### config.mk
export PLATFORM = sky130hd
export DESIGN_NAME = bdrb_front
export DESIGN_NICKNAME = d
export VERILOG_FILES = /design/src/rtl/bdrb_pkg.sv /design/src/rtl/bdrb_front.sv
export SDC_FILE = /design/constraint.sdc
export NUM_CORES = 1
export LEC_CHECK = 0
export BUFFER_PORTS_ARGS = -buffer_cell sky130_fd_sc_hd__clkbuf_2
export CORE_MARGIN = 10
export CORE_UTILIZATION = 27
export DETAILED_ROUTE_END_ITERATION = 10
export PLACE_DENSITY = 0.95
export RECOVER_POWER = 100
export SETUP_SLACK_MARGIN = 0.5
export SKIP_LAST_GASP = 1
export SLEW_MARGIN = 20
export SYNTH_ARGS = -nofsm -noshare
export SYNTH_HDL_FRONTEND = slang
export SYNTH_SLANG_ARGS = --single-unit
### constraint.sdc
create_clock -name vclk -period 1.9
set_clock_uncertainty 0.1 [all_clocks]
set_input_delay 0.19 -clock vclk [all_inputs]
set_output_delay 0.19 -clock vclk [all_outputs]
set_load 0.005 [all_outputs]
### src/rtl/bdrb_pkg.sv
package bdrb_pkg;

  // Bus and payload widths
  localparam int ADDR_W     = 16;
  localparam int DATA_W     = 8;
  localparam int OFFS_W     = 21;
  localparam int BANK_W     = 7;
  localparam int RAM_BANK_W = 2;
  localparam int ROM_LO_W   = 5;
  localparam int ROM_OFFS_W = 14;
  localparam int EXT_OFFS_W = 13;

  // Number of ROM bank bits decoded (1 to 7)
  localparam int ROM_BANK_BITS = 7;
  localparam logic [BANK_W-1:0] BANK_MASK = BANK_W'((1 << ROM_BANK_BITS) - 1);

  // Memory depths
  localparam int CART_DEPTH = 2097152;
  localparam int EXT_DEPTH  = 32768;
  localparam int VRAM_DEPTH = 8192;
  localparam int WRAM_DEPTH = 8192;
  localparam int OBJ_DEPTH  = 160;
  localparam int IO_DEPTH   = 128;
  localparam int HRAM_DEPTH = 128;
  localparam int OBJ_AW     = $clog2(OBJ_DEPTH);
  localparam int IO_AW      = $clog2(IO_DEPTH);
  localparam int HRAM_AW    = $clog2(HRAM_DEPTH);
  localparam int VRAM_AW    = $clog2(VRAM_DEPTH);
  localparam int WRAM_AW    = $clog2(WRAM_DEPTH);

  // Clearing sweep spans the largest cleared memory
  localparam int CLR_W = $clog2(EXT_DEPTH);

  // Display registers
  localparam int DISP_NUM   = 12;
  localparam int DISP_IDX_W = 4;
  localparam int DISP_LY    = 4;
  localparam int DISP_DMA   = 6;

  // Queues
  localparam int CMDQ_DEPTH = 2;
  localparam int CMDQ_PTR_W = $clog2(CMDQ_DEPTH);
  localparam int OB_DEPTH   = 2;
  localparam int OB_PTR_W   = $clog2(OB_DEPTH);

  localparam logic [DATA_W-1:0] BYTE_FF   = 8'hFF;
  localparam logic [DATA_W-1:0] BYTE_ZERO = 8'h00;

  typedef enum logic [1:0] {
    REQ_READ,
    REQ_WRITE,
    REQ_LOAD,
    REQ_NONE
  } req_t;

  typedef enum logic [3:0] {
    RGN_ROM0,
    RGN_ROMX,
    RGN_VRAM,
    RGN_EXT,
    RGN_WRAM,
    RGN_OBJ,
    RGN_DISP,
    RGN_IO,
    RGN_HRAM,
    RGN_NONE
  } region_t;

  // Banking register selected by address bits 14:13 of a ROM-area write
  typedef enum logic [1:0] {
    BSEL_RAM_EN,
    BSEL_ROM_LO,
    BSEL_UPPER,
    BSEL_MODE
  } bank_sel_t;

  typedef struct packed {
    req_t                kind;
    region_t             region;
    logic [ADDR_W-1:0]   addr;
    logic [DATA_W-1:0]   data;
    logic [OFFS_W-1:0]   offset;
  } cmd_t;

  typedef struct packed {
    logic clearing;
    logic dma_busy;
  } back_status_t;

  // Map a bus address onto its region
  function automatic region_t decode_region(input logic [ADDR_W-1:0] a);
    region_t r;
    if (a[15:14] == 2'b00) begin
      r = RGN_ROM0;
    end else if (a[15:14] == 2'b01) begin
      r = RGN_ROMX;
    end else if (a[15:13] == 3'b100) begin
      r = RGN_VRAM;
    end else if (a[15:13] == 3'b101) begin
      r = RGN_EXT;
    end else if (a[15:13] == 3'b110) begin
      r = RGN_WRAM;
    end else if (a inside {[16'hFE00:16'hFE9F]}) begin
      r = RGN_OBJ;
    end else if (a inside {[16'hFF40:16'hFF4B]}) begin
      r = RGN_DISP;
    end else if (a inside {[16'hFF00:16'hFF7F]}) begin
      r = RGN_IO;
    end else if (a inside {[16'hFF80:16'hFFFE]}) begin
      r = RGN_HRAM;
    end else begin
      r = RGN_NONE;
    end
    return r;
  endfunction

  // Reset values of the display registers
  function automatic logic [DATA_W-1:0] disp_reset(input logic [DISP_IDX_W-1:0] idx);
    logic [DATA_W-1:0] v;
    case (idx)
      4'd0:    v = 8'h91;
      4'd1:    v = 8'h85;
      4'd7:    v = 8'hFC;
      4'd8:    v = 8'hFF;
      4'd9:    v = 8'hFF;
      default: v = 8'h00;
    endcase
    return v;
  endfunction

endpackage

### src/rtl/bdrb_front.sv
module bdrb_front import bdrb_pkg::*; (
  input  logic                in_push,
  output logic                in_full,
  input  logic [1:0]          in_req_type,
  input  logic [ADDR_W-1:0]   in_bus_address,
  input  logic [DATA_W-1:0]   in_write_byte,
  input  logic [OFFS_W-1:0]   in_image_offset,
  input  logic                q_full,
  input  back_status_t        status,
  output logic                q_push,
  output cmd_t                q_cmd
);

  // Refuse transactions while the queue is full or memories are being cleared
  assign in_full = q_full | status.clearing;
  assign q_push  = in_push & ~in_full;

  // Classify the transaction by request kind and address region
  always_comb begin
    q_cmd.kind   = req_t'(in_req_type);
    q_cmd.region = decode_region(in_bus_address);
    q_cmd.addr   = in_bus_address;
    q_cmd.data   = in_write_byte;
    q_cmd.offset = in_image_offset;
  end

endmodule

* Word-level counts from Yosys, hierarchy flattened *
Cells that the tools add are included.

word-level totals
  register bits after elaboration = 0
  bits in latches = 0
  RAM bits = 0
  ROM bits = 0
  input bits = 51
  output and inout port bits = 53
  word-level logic and storage cells = 29
  memories = 0

operators by class
  add/subtract/negate cells = 0
  $mul = 0
  div/mod/pow operators = 0
  order comparisons = 8
  eq/ne operators = 4
  shift operators = 0
  multiplexer cells = 9
  bitwise operators = 3
  reductions and logical operators = 5

operator list
  operator                                                               count
  16-bit greater-or-equal comparator, second input constant              4
  16-bit less-or-equal comparator, second input constant                 4
  4-bit two-way mux                                                      8
  3-bit equality test, second input constant                             3
  1-bit logical AND                                                      4
  2-bit by 1-bit equality test with 1-bit output, second input constant  1
  2-bit logical NOT                                                      1
  1-bit bitwise AND                                                      1
  1-bit two-way mux                                                      1
  1-bit inverter                                                         1
  1-bit OR                                                               1

* Logic depth before layout (Yosys ltp) *
Gate-level depths: netlist (run 1).

  depth after elaboration = 11
  mapped depth = 3

* Worst setup path after synthesis (run 1) *
OpenSTA, ideal clock, no wires.

  kind = input-to-output
  from = input in_bus_address[12]
  to = output q_cmd[45] (netlist name)
  data arrival time = 0.770 ns
  required time = 1.610 ns
  path slack = 0.840 ns
  cell stages on the path = 3
  buffers on the path = 0
  cells stage by stage = nand4_1 o21ba_1 a211o_1

RTL lines
  what             line              RTL
  start, declared  bdrb_front.sv:5   input logic [ADDR_W-1:0] in_bus_address,
  end, declared    bdrb_front.sv:11  output cmd_t q_cmd

==> results of run 1 <==
logic make-up after synthesis:
group	Yosys count	synth area share, %
AOI/OAI and AO/OA	9	13.6
and+or+nand+nor	12	13.3
buffers and inverters	48	73.1
worst min path at each step:
stage	end	slack, ns	cells after the start
3_3_place_gp	q_cmd[16]	0.28	0
3_5_place_dp	q_cmd[16]	0.28	0
5_1_grt	q_cmd[22]	0.28	0
2_1_floorplan	q_push	0.35	2
4_1_cts	q_cmd[16]	0.28	0
6_report	q_cmd[14]	0.28	0
layer usage:
metal | global-route usage (%) | wire length, µm | up-vias
met4 | 1.96 | 13 | 0
met5 | 0 | 0 | -
met3 | 2.51 | 117 | 6
met1 | 3.78 | 297 | 155
met2 | 12.3 | 752 | 19
li1 | - | - | 166
final cells by class:
type               instances  area [µm²]  share of cell area [%]
well taps                 25        31.3                    9.06
repair buffers            41         179                    51.8
multi-input cells         21         131                    38.0
inverters                  1        3.75                    1.09
critical path: stages:
cell and delay, ns:
clkbuf_1 0.20, a2bb2oi_1 0.20, a21oi_1 0.09, a211o_1 0.29, clkbuf_1 0.11
stage by stage:
| stage | instance area, µm² | setup WS [ns] | hold WS [ns] | util [%] | power, mW |
|---|---|---|---|---|---|
| after floorplan | 488 | 0.840 | 0.351 | - | 0.0989 |
| after global placement | 372 | 0.594 | 0.280 | 21.5 | 0.0769 |
| after detailed placement | 372 | 0.577 | 0.280 | 21.5 | 0.0774 |
| after CTS | 372 | 0.577 | 0.280 | 21.5 | 0.0776 |
| after global routing | 345 | 0.436 | 0.280 | 20.0 | 0.0775 |
| final | 345 | 0.541 | 0.280 | 20.0 | 0.0686 |
power by group through the flow:
stage	clock (mW)	sequential, mW	combinational (mW)
2_1_floorplan	0	0	0.0989
3_3_place_gp	0	0	0.0769
3_5_place_dp	0	0	0.0774
4_1_cts	0	0	0.0776
5_1_grt	0	0	0.0775
6_report	0	0	0.0686
cells in the final DEF (no fill, tap or decap), drive strengths merged, types with 2 or more instances in the layout:
cell type	count
nand2	3
clkbuf	39
nand4	2
o21ai	2
nor2	2
buf	2
==> impl_results.md, run 1 <==
* Vias in the first global route at 430
* Cts repair resizes at 0
* Largest net degree at the start of global routing at 7
* VDD IR max at 55.4 µV
* Cell count after placement at 88
* Worst EP arrival at 1.07 ns
* I/O pins at 104
* Seq_cells at 0
* Vias per cell at 3.93
* CP endpoint kind: output port
* Switching share of power at 49.8%
* Fin crit period at 1.36 ns
* # hold bufs at CTS at 0
* Clock network fraction of total power at 0%
* Port Buf Inserts at 41
* Leak at 0.165 nW
* HP Class: primary input to output port
* Count of cell types in the netlist at 19
* Avg Cell Area, Syn at 7.07 µm²
* Yosys top cell area share at 72.3%
* Post-synth top area cell: buf_4
* WS Path Type: primary input to output port
* Total GRT Usage at 5.59%
* Post-CTS Setup Bufs at 0
* Die Ht at 62.5 µm
* Via count at 346
* Least-Margin Pin Slew at 0.236 ns
* Initial antenna violation count at 0
* Clkbuf count at 0
* Grt total ovfl at 0
* DRC errors left at 0
* Die Wd at 62.5 µm
* Post-synth top cells: 47 x buf_4, 3 x nand2_1, 2 x nand4_1, 2 x nor2_1
* Max Cap Violations at 0
* Total Nets Final at 116
* Syn nets at 120
* Register area share after synthesis at 0%
* Pwr dens at 199 nW/µm²
* Post-Synthesis Cell Area at 488 µm²
* Synth Warn # at 0
* Die footprint at 3910 µm²
* Pins Over Slew Limit at 0
* Core Box Area at 1730 µm²
* Setup crit end: q_cmd[45]
* Slew margin rel. at 84.3%
* Combinational share of power at 100.0%
* Share of power burned in registers at 0%
* Pre-Repair DR Iteration Count at 3
* Final hold vios at 0
* Area growth from synthesis to layout at -29.2%
* Internal power at 34.5 µW
* Layout cells sized above 1 at 36.5%
* First-pass GRT wire length at 1970 µm
* WL per Instance at 13.4 µm
* Launch point of the worst hold path: in_image_offset[14]
* Post-route clock period utilization at 71.5%
* Post-synthesis cell count at 69
* Global placer's final weighted congestion at 0.596
* Setup_tns at 0 ns
* Status: completed
* Top post-synthesis cells by area: buf_4 72%, nand4_1 2.6%, nand2_1 2.3%
* Fillers at 230
* Crit path from: in_bus_address[7]
* Worst endpoint required time at 1.61 ns
* Post-route ant nets at 0
* Finish-stage setup viols at 0
* Row cnt at 15
* DRT Wirelength at 1180 µm
* Crit path max fanout at 6
* Register Area at 0 µm²
* RSZ-0062 raised after global routing: no
* Count leader, synth: buf_4
* Net Switching at 34.2 µW
* FMAX at 0.736 GHz
* Post-route insts no fill at 88
* 1st-iter DRT viols at 5
* Diode count at 0
* Crit start category: primary input
* Initial Utilization at 28.3%
Power figures use the tool's default switching activity.
==> run 2, diff against run 1 <==
--- a/config.mk
+++ b/config.mk
@@ -7,9 +7,9 @@
 export LEC_CHECK = 0
 export BUFFER_PORTS_ARGS = -buffer_cell sky130_fd_sc_hd__clkbuf_2
 export CORE_MARGIN = 10
-export CORE_UTILIZATION = 27
+export CORE_UTILIZATION = 23
 export DETAILED_ROUTE_END_ITERATION = 10
-export PLACE_DENSITY = 0.95
+export PLACE_DENSITY = 0.9
 export RECOVER_POWER = 100
 export SETUP_SLACK_MARGIN = 0.5
 export SKIP_LAST_GASP = 1
==> constraint.sdc (replaced) <==
create_clock -name vclk -period 1.1
set_clock_uncertainty 0.1 [all_clocks]
set_input_delay 0.11 -clock vclk [all_inputs]
set_output_delay 0.11 -clock vclk [all_outputs]
set_load 0.005 [all_outputs]
==> run 2 against run 1 <==
The flow now finishes with violations (negative setup slack); critical path depth is the same; combinational power increased to 2.7 times the previous value; routed wire length up 24%; global-route usage down 0.46 points; critical endpoint unchanged; clock-buffer cell count is the same; sequential share of layout area unchanged; first-iteration DRC count grew to 3.2 times the previous value.
==> impl_results.md, run 2 (synthesis gave the netlist of run 1 again) <==
* Seq_cells at 0
* VDD IR max at 98.8 µV
* Vias in the first global route at 455
* Total Nets Final at 124
* Largest net degree at the start of global routing at 7
* I/O pins at 104
* Vias per cell at 4.21
* Commonest non-fill, non-tap cell in the layout: clkbuf_1
* # hold bufs at CTS at 0
* FMAX at 0.865 GHz
* Port Buf Inserts at 41
* WS Path Type: primary input to output port
* Net Switching at 73.0 µW
* Cell count after placement at 94
* Initial Utilization at 24.6%
* Worst endpoint required time at 0.89 ns
* Total GRT Usage at 5.13%
* HP Class: primary input to output port
* Core Box Area at 1980 µm²
* Die footprint at 4360 µm²
* Die Wd at 66.1 µm
* CP peak stage delay at 0.25 ns
* First-pass GRT wire length at 1940 µm
* Final hold vios at 0
* Worst EP arrival at 0.95 ns
* Pins Over Slew Limit at 0
* Fin crit period at 1.16 ns
* Post-route insts no fill at 98
* Crit start category: primary input
* Switching share of power at 38.9%
* Slew margin rel. at 84.8%
* Via count at 413
* Internal power at 115 µW
* Worst path cell trace: buf_6 -> nand4_1 -> o21ba_1 -> a211o_1 -> buf_2
* WL per Instance at 14.9 µm
* Max Cap Violations at 0
* Most frequent cells in the layout: 15 x clkbuf_1, 14 x clkbuf_2, 12 x buf_6, 3 x nand2_1, 3 x buf_2
* Status: finished with violations
* Least-Margin Pin Slew at 0.226 ns
* Clock network fraction of total power at 0%
* DRT Wirelength at 1470 µm
* Clkbuf count at 0
* Row cnt at 16
* Worst setup margin at -0.0558 ns
* Post-route ant nets at 0
* Pwr Total at 188 µW
* Combinational share of power at 100.0%
* Pwr dens at 359 nW/µm²
* WHS Endpoint: q_cmd[18]
* Diode count at 0
* DRC errors left at 0
* Violated checks: negative setup slack
* Die Ht at 66.1 µm
* Leak at 0.254 nW
* Grt total ovfl at 0
* 1st-iter DRT viols at 16
* Finish-stage setup viols at 3
* Area growth from synthesis to layout at 7.18%
* Register Area at 0 µm²
* Hpwl dp at 1190 µm
* Post-route clock period utilization at 105%
* Initial antenna violation count at 0
* WHS Path Cells at 0
* Worst hold slack at 0.120 ns
* RSZ-0062 raised after global routing: yes
* CP endpoint kind: output port
* Global placer's final weighted congestion at 0.800
* Launch point of the worst hold path: in_image_offset[18]
* Crit path max-delay cell type: a211o_1
* Crit path max fanout at 3
* Share of power burned in registers at 0%
* Pre-Repair DR Iteration Count at 2
* Setup_tns at -0.0731 ns
* Layout cells sized above 1 at 57.7%
==> run 2: changes by cell type in the layout (fill, tap and decap cells not counted), moves of 2 or more <==
cell	before	now
buf_2	0	3
clkbuf_1	19	15
buf_8	0	2
buf_4	0	2
clkbuf_2	20	14
buf_6	0	12
buf_1	2	0
==> run 2: worst max path at each step <==
stage                             startpoint   endpoint  slack [ns]  cells after the start
after floorplan            in_bus_address[8]  q_cmd[47]        0.22                      3
after global placement     in_bus_address[8]  q_cmd[47]       -0.03                      5
after detailed placement   in_bus_address[8]  q_cmd[47]       -0.03                      5
after CTS                  in_bus_address[8]  q_cmd[47]       -0.03                      5
after global routing      in_bus_address[12]  q_cmd[45]       -0.10                      5
final                     in_bus_address[12]  q_cmd[45]       -0.06                      5
==> run 2: area by class of cell <==
class	instances	area (µm²)
fillers	231	1460
well taps	27	33.8
inverters	1	3.75
multi-input cells	21	150
repair buffers	49	335
==> run 2: through the flow <==
stage          cell area, µm²  utilization (%)  setup WS, ns
2_1_floorplan             495                -         0.225
3_3_place_gp              412             20.8       -0.0263
3_5_place_dp              412             20.8       -0.0286
4_1_cts                   443             22.3       -0.0310
5_1_grt                   523             26.4        -0.101
6_report                  523             26.4       -0.0558
==> run 2: metal layers <==
layer  up-vias  part of all wire, %  global-route usage [%]
met1       176                   28                    3.29
met4         0                  2.2                    2.09
li1        183                    -                       -
met5         -                    0                       0
met2        46                   48                    9.66
met3         8                   21                    4.75
==> run 2: power groups by stage <==
stage / sequential [mW] / clock [mW] / combinational, mW
after global placement: 0 / 0 / 0.145
after global routing: 0 / 0 / 0.205
after floorplan: 0 / 0 / 0.174
final: 0 / 0 / 0.188
after CTS: 0 / 0 / 0.160
after detailed placement: 0 / 0 / 0.148
==> run 2: critical path: cells and delay by family <==
kind            cells  cell delay (ns)
compound gates      2             0.48
simple gates        1             0.16
buf+inv             2             0.20
==> run 2: repair_timing <==
action                     CTS  global route
pin swaps                    2             6
setup endpoints to repair    9             9
setup buffers                0             4
resized for setup            5            23
cloned                       0             0
