`src/rtl/bdrb_pkg.sv`:
```
package bdrb_pkg;

  // Bus and payload widths
  localparam int ADDR_W     = 16;
  localparam int DATA_W     = 8;
  localparam int OFFS_W     = 21;
  localparam int BANK_W     = 7;
  localparam int RAM_BANK_W = 2;
  localparam int ROM_LO_W   = 5;
  localparam int ROM_OFFS_W = 14;
  localparam int EXT_OFFS_W = 13;

  // Number of ROM bank bits decoded (1 to 7)
  localparam int ROM_BANK_BITS = 7;
  localparam logic [BANK_W-1:0] BANK_MASK = BANK_W'((1 << ROM_BANK_BITS) - 1);

  // Memory depths
  localparam int CART_DEPTH = 2097152;
  localparam int EXT_DEPTH  = 32768;
  localparam int VRAM_DEPTH = 8192;
  localparam int WRAM_DEPTH = 8192;
  localparam int OBJ_DEPTH  = 160;
  localparam int IO_DEPTH   = 128;
  localparam int HRAM_DEPTH = 128;
  localparam int OBJ_AW     = $clog2(OBJ_DEPTH);
  localparam int IO_AW      = $clog2(IO_DEPTH);
  localparam int HRAM_AW    = $clog2(HRAM_DEPTH);
  localparam int VRAM_AW    = $clog2(VRAM_DEPTH);
  localparam int WRAM_AW    = $clog2(WRAM_DEPTH);

  // Clearing sweep spans the largest cleared memory
  localparam int CLR_W = $clog2(EXT_DEPTH);

  // Display registers
  localparam int DISP_NUM   = 12;
  localparam int DISP_IDX_W = 4;
  localparam int DISP_LY    = 4;
  localparam int DISP_DMA   = 6;

  // Queues
  localparam int CMDQ_DEPTH = 2;
  localparam int CMDQ_PTR_W = $clog2(CMDQ_DEPTH);
  localparam int OB_DEPTH   = 2;
  localparam int OB_PTR_W   = $clog2(OB_DEPTH);

  localparam logic [DATA_W-1:0] BYTE_FF   = 8'hFF;
  localparam logic [DATA_W-1:0] BYTE_ZERO = 8'h00;

  typedef enum logic [1:0] {
    REQ_READ,
    REQ_WRITE,
    REQ_LOAD,
    REQ_NONE
  } req_t;

  typedef enum logic [3:0] {
    RGN_ROM0,
    RGN_ROMX,
    RGN_VRAM,
    RGN_EXT,
    RGN_WRAM,
    RGN_OBJ,
    RGN_DISP,
    RGN_IO,
    RGN_HRAM,
    RGN_NONE
  } region_t;

  // Banking register selected by address bits 14:13 of a ROM-area write
  typedef enum logic [1:0] {
    BSEL_RAM_EN,
    BSEL_ROM_LO,
    BSEL_UPPER,
    BSEL_MODE
  } bank_sel_t;

  typedef struct packed {
    req_t                kind;
    region_t             region;
    logic [ADDR_W-1:0]   addr;
    logic [DATA_W-1:0]   data;
    logic [OFFS_W-1:0]   offset;
  } cmd_t;

  typedef struct packed {
    logic clearing;
    logic dma_busy;
  } back_status_t;

  // Map a bus address onto its region
  function automatic region_t decode_region(input logic [ADDR_W-1:0] a);
    region_t r;
    if (a[15:14] == 2'b00) begin
      r = RGN_ROM0;
    end else if (a[15:14] == 2'b01) begin
      r = RGN_ROMX;
    end else if (a[15:13] == 3'b100) begin
      r = RGN_VRAM;
    end else if (a[15:13] == 3'b101) begin
      r = RGN_EXT;
    end else if (a[15:13] == 3'b110) begin
      r = RGN_WRAM;
    end else if (a inside {[16'hFE00:16'hFE9F]}) begin
      r = RGN_OBJ;
    end else if (a inside {[16'hFF40:16'hFF4B]}) begin
      r = RGN_DISP;
    end else if (a inside {[16'hFF00:16'hFF7F]}) begin
      r = RGN_IO;
    end else if (a inside {[16'hFF80:16'hFFFE]}) begin
      r = RGN_HRAM;
    end else begin
      r = RGN_NONE;
    end
    return r;
  endfunction

  // Reset values of the display registers
  function automatic logic [DATA_W-1:0] disp_reset(input logic [DISP_IDX_W-1:0] idx);
    logic [DATA_W-1:0] v;
    case (idx)
      4'd0:    v = 8'h91;
      4'd1:    v = 8'h85;
      4'd7:    v = 8'hFC;
      4'd8:    v = 8'hFF;
      4'd9:    v = 8'hFF;
      default: v = 8'h00;
    endcase
    return v;
  endfunction

endpackage

```
`src/rtl/bdrb_cmd_queue.sv`:
```
module bdrb_cmd_queue import bdrb_pkg::*; (
  input  logic clk,
  input  logic rst_n,
  input  logic push,
  input  cmd_t cmd_in,
  output logic full,
  input  logic pop,
  output logic valid,
  output cmd_t cmd_out
);

  cmd_t                  entry_r [CMDQ_DEPTH];
  logic [CMDQ_PTR_W-1:0] wr_ptr_r;
  logic [CMDQ_PTR_W-1:0] rd_ptr_r;
  logic [CMDQ_PTR_W:0]   count_r;
  logic [CMDQ_PTR_W-1:0] wr_ptr_nxt;
  logic [CMDQ_PTR_W-1:0] rd_ptr_nxt;
  logic [CMDQ_PTR_W:0]   count_nxt;

  assign full    = (count_r == (CMDQ_PTR_W + 1)'(CMDQ_DEPTH));
  assign valid   = (count_r != '0);
  assign cmd_out = entry_r[rd_ptr_r];

  // Advance pointers with wrap, track occupancy
  always_comb begin
    wr_ptr_nxt = wr_ptr_r;
    rd_ptr_nxt = rd_ptr_r;
    count_nxt  = count_r;
    if (push) begin
      wr_ptr_nxt = (wr_ptr_r == CMDQ_PTR_W'(CMDQ_DEPTH - 1)) ? '0 : wr_ptr_r + CMDQ_PTR_W'(1);
    end
    if (pop) begin
      rd_ptr_nxt = (rd_ptr_r == CMDQ_PTR_W'(CMDQ_DEPTH - 1)) ? '0 : rd_ptr_r + CMDQ_PTR_W'(1);
    end
    if (push && !pop) begin
      count_nxt = count_r + (CMDQ_PTR_W + 1)'(1);
    end else if (!push && pop) begin
      count_nxt = count_r - (CMDQ_PTR_W + 1)'(1);
    end
  end

  always_ff @(posedge clk) begin
    if (!rst_n) begin
      wr_ptr_r <= '0;
      rd_ptr_r <= '0;
      count_r  <= '0;
    end else begin
      wr_ptr_r <= wr_ptr_nxt;
      rd_ptr_r <= rd_ptr_nxt;
      count_r  <= count_nxt;
    end
  end

  // Hold the queued transactions
  always_ff @(posedge clk) begin
    if (push) begin
      entry_r[wr_ptr_r] <= cmd_in;
    end
  end

endmodule

```
`config.mk`:
```
export PLATFORM = sky130hd
export DESIGN_NAME = bdrb_cmd_queue
export DESIGN_NICKNAME = d
export VERILOG_FILES = /design/src/rtl/bdrb_pkg.sv /design/src/rtl/bdrb_cmd_queue.sv
export SDC_FILE = /design/constraint.sdc
export NUM_CORES = 1
export LEC_CHECK = 0
export BUFFER_PORTS_ARGS = -buffer_cell sky130_fd_sc_hd__buf_2
export CAP_MARGIN = 20
export CORE_MARGIN = 1.5
export CORE_UTILIZATION = 46
export CTS_CLUSTER_SIZE = 40
export DETAILED_ROUTE_END_ITERATION = 12
export PLACE_DENSITY = 0.74
export SYNTH_ARGS = -nofsm -noshare
export SYNTH_HDL_FRONTEND = slang
export SYNTH_SLANG_ARGS = --single-unit
```
`constraint.sdc`:
```
create_clock -name clk -period 9.3 [get_ports clk]
set_input_delay 1.86 -clock clk [delete_from_list [all_inputs] [get_ports clk]]
set_output_delay 1.86 -clock clk [all_outputs]
set_load 0.02 [all_outputs]
```
# Word-level counts from Yosys, hierarchy flattened
# Memory sizes are Yosys's and may differ from the RTL's. A register that Yosys moved wholly into a read port is not among the register bits.
# Index checks and enable logic that the tools add are counted.
[word_totals]
output_inout_bits = 53
mem_bits_rw = 102
register_bits = 4
n_memories = 1
[mem_list]
columns = ["memory", "depth", "word_bits", "rd", "rd_clocked_by_memory_dff", "wr", "line_no", "source"]
rows = [
  ["entry_r", 2, 51, 1, 1, 1, "bdrb_cmd_queue.sv:12", "cmd_t entry_r [CMDQ_DEPTH];"],
]
[op_classes]
add_sub_neg = 4
n_mux = 8
n_eq_ne = 1
reduce_logical = 6
[ops]
columns = ["cell", "count"]
rows = [
  ["$mux 1", 6],
  ["$mux 2", 2],
  ["$reduce_bool 2->1", 2],
  ["$add 1x1->1 const B", 2],
  ["$add 2x1->2 const B", 1],
  ["$eq 2x2->1 const B", 1],
  ["$logic_and 1x1->1", 2],
  ["$logic_not 1->1", 2],
  ["$sub 2x1->2 const B", 1],
]

# Logic depth before layout (Yosys ltp)
# Gate-level depths: netlist of run 1.
[logic_depth]
ltp_word = 4
mapped_depth = 5
ltp_nobuf = 5

# Least setup slack after synthesis of run 1
# No wires, ideal clock.
[synth_timing]
path_kind = "input to register"
start = "input push"
end = "memory entry_r[0][0] (netlist bit) (enable)"
slack_ns = 4.683
path_buffers = 0
path_stages = 1
required_ns = 8.833
t_arrival_ns = 4.150
cell_sequence = "nor2b_1"
[synth_between]
elab_chain_len = 2
[synth_rtl]
columns = ["item", "line_no", "source"]
rows = [
  ["start, declared", "bdrb_cmd_queue.sv:4", "input logic push,"],
  ["$mux 1", "bdrb_cmd_queue.sv:56", "if (push) begin"],
  ["$mux 1 (implied by the code)", "bdrb_cmd_queue.sv:57", "entry_r[wr_ptr_r] <= cmd_in;"],
  ["end, declared", "bdrb_cmd_queue.sv:12", ""],
]
# No other way between the ends.

==> flow_summary_export.csv, run 1 <==
group,metric,value,unit
clock_tree,ctsResizeCount,0,
drt,firstDrtPassIters,4,
setup_path,end_kind,"output port",
timing,max_freq,0.269,GHz
setup_path,path_buf_inv,2,
clock_tree,cts_max_path_buffers,2,
yosys,synthFlopType,"edfxtp_1",
layout,final_nets,352,
grt,track_usage,14.5,%
timing,drv_slew,0,
floorplan,die_w,95.1,µm
timing,setup_violations,0,
timing,final_hold_viol_count,0,
flow_run,drv_cap,0,
timing,finalCriticalPeriod,3.71,ns
setup_path,critPathMaxStageDelay,0.68,ns
setup_path,start_kind,"flip-flop",
setup_path,cp_max_fo,32,
grt,top_usage_layer,"met2",
timing,fin_skew,0.0122,ns
drt,wl_per_cell,15.8,µm
grt,grt_max_degree,33,
yosys,ys_async_sr_fraction,0,%
yosys,syn-cell-area,3900,µm²
layout,drive_gt1_share,59.7,%
drt,drc_errors,0,
yosys,synth_common_cells,"102 x edfxtp_1, 51 x mux2_2, 5 x buf_4, 5 x dfxtp_1, 4 x and2_1",
clock_tree,post_cts_buffers,0,
yosys,yosysTopAreaCell,"edfxtp_1",
grt,gr-usage-met3,3.19,%
yosys,synth_edf_count,102,
setup_path,slowest_stage,"dfxtp_2",
worst_hold_path,worstHoldPathType,"flip-flop to flip-flop",
timing,fin_ws,5.59,ns
timing,fin_crit_sh,39.9,%
yosys,synth-seq-cells,107,
yosys,ys_seq_area_share,81.1,%
setup_path,worstSetupEndpoint,"cmd_out[9]",
place,place_hpwl,4.16,mm
timing,rsz0062_at_grt,"false",
grt,antenna_found_initial,0,
clock_tree,cts_made_buffers,9,
layout,area_delta_synth_final,23.1,%
drt,via_per_inst,4.85,
drt,dr.first_iter.drc_count,75,
drt,finalWirelength,6.39,mm
grt,grt_pass1_vias,2043,
timing,tightest_slew,0.735,ns
yosys,ys_types,17,
setup_path,path_delay_family,"flip-flops",
setup_path,cp.arrival,1.85,ns
clock_tree,htreeDepth,3,
yosys,netlist_instances,181,
floorplan,io_pins,108,
grt,grt_use_met1,16.7,%
outcome,outcome,"finished clean",
setup_path,rrSetupSlack,7.54,ns
floorplan,core_area,8220,µm²
yosys,syn_area_per_cell,21.6,µm²
timing,tns,0,ns
setup_path,ff2ff_path_depth,2,
clock_tree,clk_pin_slew,0.09,ns
place,port_buffers,107,
setup_path,critical_path_class,"flip-flop to output port",
floorplan,core.rowCount,33,
drt,vias,1964,
yosys,synth_nets,237,
yosys,synth_top_cell_area_share,78.5,%
clock_tree,cts_root_buf,"clkbuf_8",
grt,grt-ovfl-total,0,
clock_tree,clkLatencyLatePin,0.35,ns
timing,slew_headroom,50.9,%
worst_hold_path,hp-start,"count_r[1]",
place,pre_cts_slack,5.78,ns
setup_path,cp_cell_sequence,"buf_12, mux2_2, buf_2",
clock_tree,clock_sinks,107,
floorplan,initial_utilization,47.5,%
yosys,yosysWarnings,0,
power,peakVddDrop,142,µV
layout,num_antenna_cells,0,
clock_tree,holdBufCountCts,0,
floorplan,die_h,95.1,µm
grt,grt_use_met2,25.4,%
power,leakagePower,1.81,nW
power,power_density,210,nW/µm²
setup_path,cp.required,7.44,ns
grt,grt_pass1_wl,9.48,mm
setup_path,cp.depth,3,
power,finalPower,1.01,mW
place,routabilityCongestion,0.649,
setup_path,rr_endpoint,"entry_r[0][15]",
yosys,synth.top_cells.by_area,"edfxtp_1 79%, mux2_2 15%, dfxtp_1 2.6%",
floorplan,die_area,9040,µm²
yosys,synth.most_common_cell,"edfxtp_1",
setup_path,r2r_start,"wr_ptr_r",
drt,postRouteAntennaNets,0,
clock_tree,cts_tree,"done",
## cells in the final DEF, fill, tap and decap left out
cell type,count
xnor2_1,1
dfxtp_1,4
nor2b_1,1
o21a_1,1
o21ai_0,1
buf_12,1
clkbuf_1,1
edfxtp_1,102
inv_1,1
and2b_2,1
buf_4,2
xor2_1,2
nor2b_4,1
ha_1,1
or2_2,1
clkinv_1,1
and2_1,3
buf_2,107
dfxtp_2,1
clkinv_4,1
clkbuf_8,9
bufinv_16,3
and2_2,1
a21boi_1,1
or3_1,1
mux2_2,51
## layer usage
metal	wire length, µm	up-vias
li1	-	929
met3	331	5
met1	2650	968
met4	64	0
met2	3350	62
met5	0	-
## kinds of logic (layout without fill, tap and decap cells)
| group | count (synthesis) | in the layout | share of synthesized area (%) |
|---|---|---|---|
| buf+inv | 7 | 126 | 1.19 |
| xor+xnor | 3 | 3 | 0.674 |
| mux | 51 | 51 | 14.7 |
| simple gates | 9 | 9 | 1.51 |
| compound gates | 3 | 3 | 0.513 |
| fa+ha+maj | 1 | 1 | 0.321 |
| flops | 107 | 107 | 81.1 |
## worst min path at each step
stage               slack (ns)         end  cells after the start
detailed placement        0.51  count_r[1]                      2
global placement          0.48  count_r[1]                      2
CTS                       0.52  count_r[1]                      2
floorplan                 0.46  count_r[1]                      2
finish                    0.53  count_r[1]                      2
global route              0.55  count_r[1]                      2
## worst register-to-register path: stages (launching register included)
cell and delay, ns:
dfxtp_1 0.34, nor2b_4 0.60, buf_4 0.49
## through the flow
stage | instances | util [%] | hold slack [ns] | area (µm²)
5_1_grt | 405 | 58.4 | 0.554 | 4800
2_1_floorplan | 181 | - | 0.461 | 3900
3_5_place_dp | 390 | 55.6 | 0.507 | 4570
6_report | 405 | 58.4 | 0.529 | 4800
4_1_cts | 405 | 58.4 | 0.525 | 4800
3_3_place_gp | 389 | 55.4 | 0.483 | 4550
## cell type report
cell class                      instances  area (µm²)
Clock buffer                           10         128
Clock inverter                          5         103
Fill cell                             652        3420
Inverter                                1        3.75
Multi-Input combinational cell         67         701
Sequential cell                       107        3160
Tap cell                              105         131
Timing Repair Buffer                  110         571
## registers in the layout, summed over array words and instances (netlist names), named ones only
name and cells:
count_r 2, entry_r 102, rd_ptr_r 1, wr_ptr_r 1
## power breakdown
| part | switching (mW) | total (mW) | internal, mW |
|---|---|---|---|
| clock network | 0.144 | 0.321 | 0.177 |
| registers | 0.0101 | 0.565 | 0.555 |
| logic | 0.0699 | 0.124 | 0.0539 |
Power figures use the tool's default switching activity.
==> run 2: changes to the inputs <==
Settings changed: ABC_AREA set to 1, PLACE_DENSITY 0.74 to 0.73.
Clock period 9.3 ns to 3.46 ns, I/O delays scaled along.
==> run 2 against run 1 <==
Sequential power rose to 2.7 times the previous value. Hold slack worse by 0.020 ns. Non-clock buffer count up 2. Critical path depth unchanged. Cell count up 4.7%. Synthesized cell count up 7.2%. Utilization down 1.9 points. Largest power group unchanged.
==> flow_summary_export.csv, run 2 <==
group,metric,value,unit
drt,postRouteAntennaNets,0,
timing,drv_slew,0,
clock_tree,cts_made_buffers,9,
clock_tree,cts_root_buf,"clkbuf_8",
timing,slew_headroom,45.7,%
layout,num_antenna_cells,0,
floorplan,core_area,8760,µm²
timing,hold_slack,0.509,ns
clock_tree,post_cts_buffers,0,
floorplan,core.rowCount,34,
grt,grt_pass1_wl,10.1,mm
setup_path,start_kind,"flip-flop",
grt,grt_max_degree,37,
layout,largest_reg_flops,102,
setup_path,cp_cell_sequence,"buf_4, mux2_4, buf_2",
layout,seq_area,3170,µm²
setup_path,cp_max_fo,34,
yosys,netlist_instances,194,
yosys,synth-seq-cells,107,
layout,largest-register,"entry_r",
layout,final_cell_mix,"107 x buf_2, 102 x edfxtp_1, 50 x mux2_4",
floorplan,initial_utilization,47.5,%
flow_run,drv_cap,0,
clock_tree,clk_pin_slew,0.09,ns
layout,top_regs,"entry_r x102, count_r x2",
drt,dr_wl_met2,3.20,mm
floorplan,die_h,98.1,µm
yosys,synthFlopType,"edfxtp_1",
place,place_hpwl,4.46,mm
clock_tree,cts_tree,"done",
timing,rsz0062_at_grt,"false",
power,peakVddDrop,297,µV
timing,tns,0,ns
power,p_switching,0.616,mW
floorplan,io_pins,108,
power,leakagePower,2.00,nW
layout,multi_input_area,867,µm²
drt,drc_errors,0,
yosys,synth_top_cell_area_share,73.6,%
setup_path,path_delay_family,"flip-flops",
outcome,outcome,"finished clean",
setup_path,cp.depth,3,
yosys,synth_common_cells,"102 x edfxtp_1, 50 x mux2_4, 9 x nand2_1",
layout,drive_gt1_share,57.0,%
setup_path,critPathMaxStageDelay,0.77,ns
grt,grt-ovfl-total,0,
power,p_int,1.91,mW
timing,final_hold_viol_count,0,
drt,via_per_inst,4.75,
setup_path,cp.required,2.77,ns
yosys,ys_types,14,
yosys,yosysWarnings,0,
grt,grt_pass1_vias,2061,
yosys,ys_seq_area_share,76.0,%
layout,nFillCells,699,
drt,wl_met1,2.91,mm
yosys,synth.top_cells.by_area,"edfxtp_1 74%, mux2_4 18%, buf_12 2.4%",
place,routabilityCongestion,0.697,
timing,setup_violations,0,
clock_tree,cts_max_path_buffers,2,
grt,track_usage,13.8,%
yosys,synth_nets,250,
timing,fin_skew,0.00784,ns
worst_hold_path,worstHoldPathType,"flip-flop to flip-flop",
grt,antenna_found_initial,0,
drt,dr.first_iter.drc_count,65,
clock_tree,clock_sinks,107,
setup_path,critical_path_class,"flip-flop to output port",
setup_path,slowest_stage,"dfxtp_4",
timing,fin_crit_sh,76.6,%
yosys,syn-cell-area,4160,µm²
timing,finalCriticalPeriod,2.65,ns
floorplan,die_w,98.1,µm
power,seq_power_share,60.5,%
drt,dr_wl_met3,432,µm
setup_path,ff2ff_path_depth,3,
yosys,yosysTopAreaCell,"edfxtp_1",
layout,final_common_cell,"buf_2",
layout,area_delta_synth_final,18.9,%
power,combPwrFrac,13.1,%
setup_path,path_buf_inv,2,
yosys,synth.most_common_cell,"edfxtp_1",
place,port_buffers,107,
setup_path,cp.arrival,1.96,ns
layout,final_nets,367,
power,power_density,510,nW/µm²
clock_tree,holdBufCountCts,0,
power,switching_share,24.4,%
drt,firstDrtPassIters,5,
drt,wl_per_cell,15.6,µm
power,clkPwrFrac,26.3,%
setup_path,end_kind,"output port",
drt,finalWirelength,6.61,mm
worst_hold_path,holdPathStages,2,
timing,max_freq,0.377,GHz
clock_tree,htreeDepth,3,
yosys,synth_edf_count,102,
timing,tightest_slew,0.814,ns
clock_tree,ctsResizeCount,0,
floorplan,die_area,9630,µm²
yosys,ys_async_sr_fraction,0,%
yosys,syn_area_per_cell,21.5,µm²
drt,routed.top_layer,"met5",
drt,vias,2014,
clock_tree,clkLatencyLatePin,0.36,ns
==> run 2: cell types whose count changed in the layout (fill, tap and decap cells not counted), moves of 2 or more <==
cell / change
mux2_2: -50
nand2_1: +9
inv_1: +6
nor2_1: +7
clkinvlp_4: +3
and2_1: -3
buf_4: +2
mux2_4: +50
xor2_1: -2
bufinv_16: -3
==> run 2: logic make-up after synthesis <==
group | after synthesis | synth area share [%]
flip-flops | 107 | 76.0
multiplexers | 51 | 18.3
AND/OR/NAND/NOR | 19 | 1.80
buffers and inverters | 14 | 3.40
AO/OA/AOI/OAI | 2 | 0.240
adder cells (fa/ha/maj) | 1 | 0.300
==> run 2: final timing paths <==
check / from / endpoint / slack, ns
setup / recovery: flip-flop / cmd_out[27] / 0.81
hold reg to reg: rd_ptr_r / flip-flop / 0.51
setup reg to reg: wr_ptr_r / entry_r[1][50] / 1.73
hold / removal: rd_ptr_r / flip-flop / 0.51
==> run 2: stage by stage <==
step	power (mW)	setup slack [ns]	utilization (%)	cell area (µm²)	instances
after detailed placement	1.90	1.17	54.6	4780	408
after CTS	2.55	0.772	56.5	4950	424
after global routing	2.63	0.699	56.5	4950	424
final	2.52	0.808	56.5	4950	424
after global placement	1.88	1.17	54.6	4780	408
after floorplan	1.79	0.125	-	4160	194
==> run 2: area by class of cell <==
class / instances / area share (%)
well taps: 108 / 2.73
multi-input cells: 73 / 17.5
inverters: 8 / 0.606
flip-flops and latches: 107 / 63.9
clock inverters: 7 / 0.884
repair buffers: 112 / 11.8
clock buffers: 9 / 2.50
==> run 2: power groups by stage <==
stage / sequential [mW] / clock, mW / combinational [mW]
after global placement: 1.56 / 0 / 0.329
after CTS: 1.53 / 0.686 / 0.336
final: 1.53 / 0.665 / 0.331
after detailed placement: 1.56 / 0 / 0.335
after global routing: 1.54 / 0.743 / 0.355
after floorplan: 1.54 / 0 / 0.250
==> run 2: routing by layer <==
| metal | vias up | global-route usage (%) |
|---|---|---|
| li1 | 966 | - |
| met3 | 7 | 4.94 |
| met2 | 75 | 22.4 |
| met1 | 964 | 17.8 |
| met5 | - | 0 |
| met4 | 2 | 3.90 |
==> run 2: worst register-to-register path: cells and delay by family, from the launching register on <==
| family | cells | cell delay, ns |
|---|---|---|
| simple gates | 1 | 0.11 |
| buf+inv | 2 | 0.93 |
| flops | 1 | 0.41 |
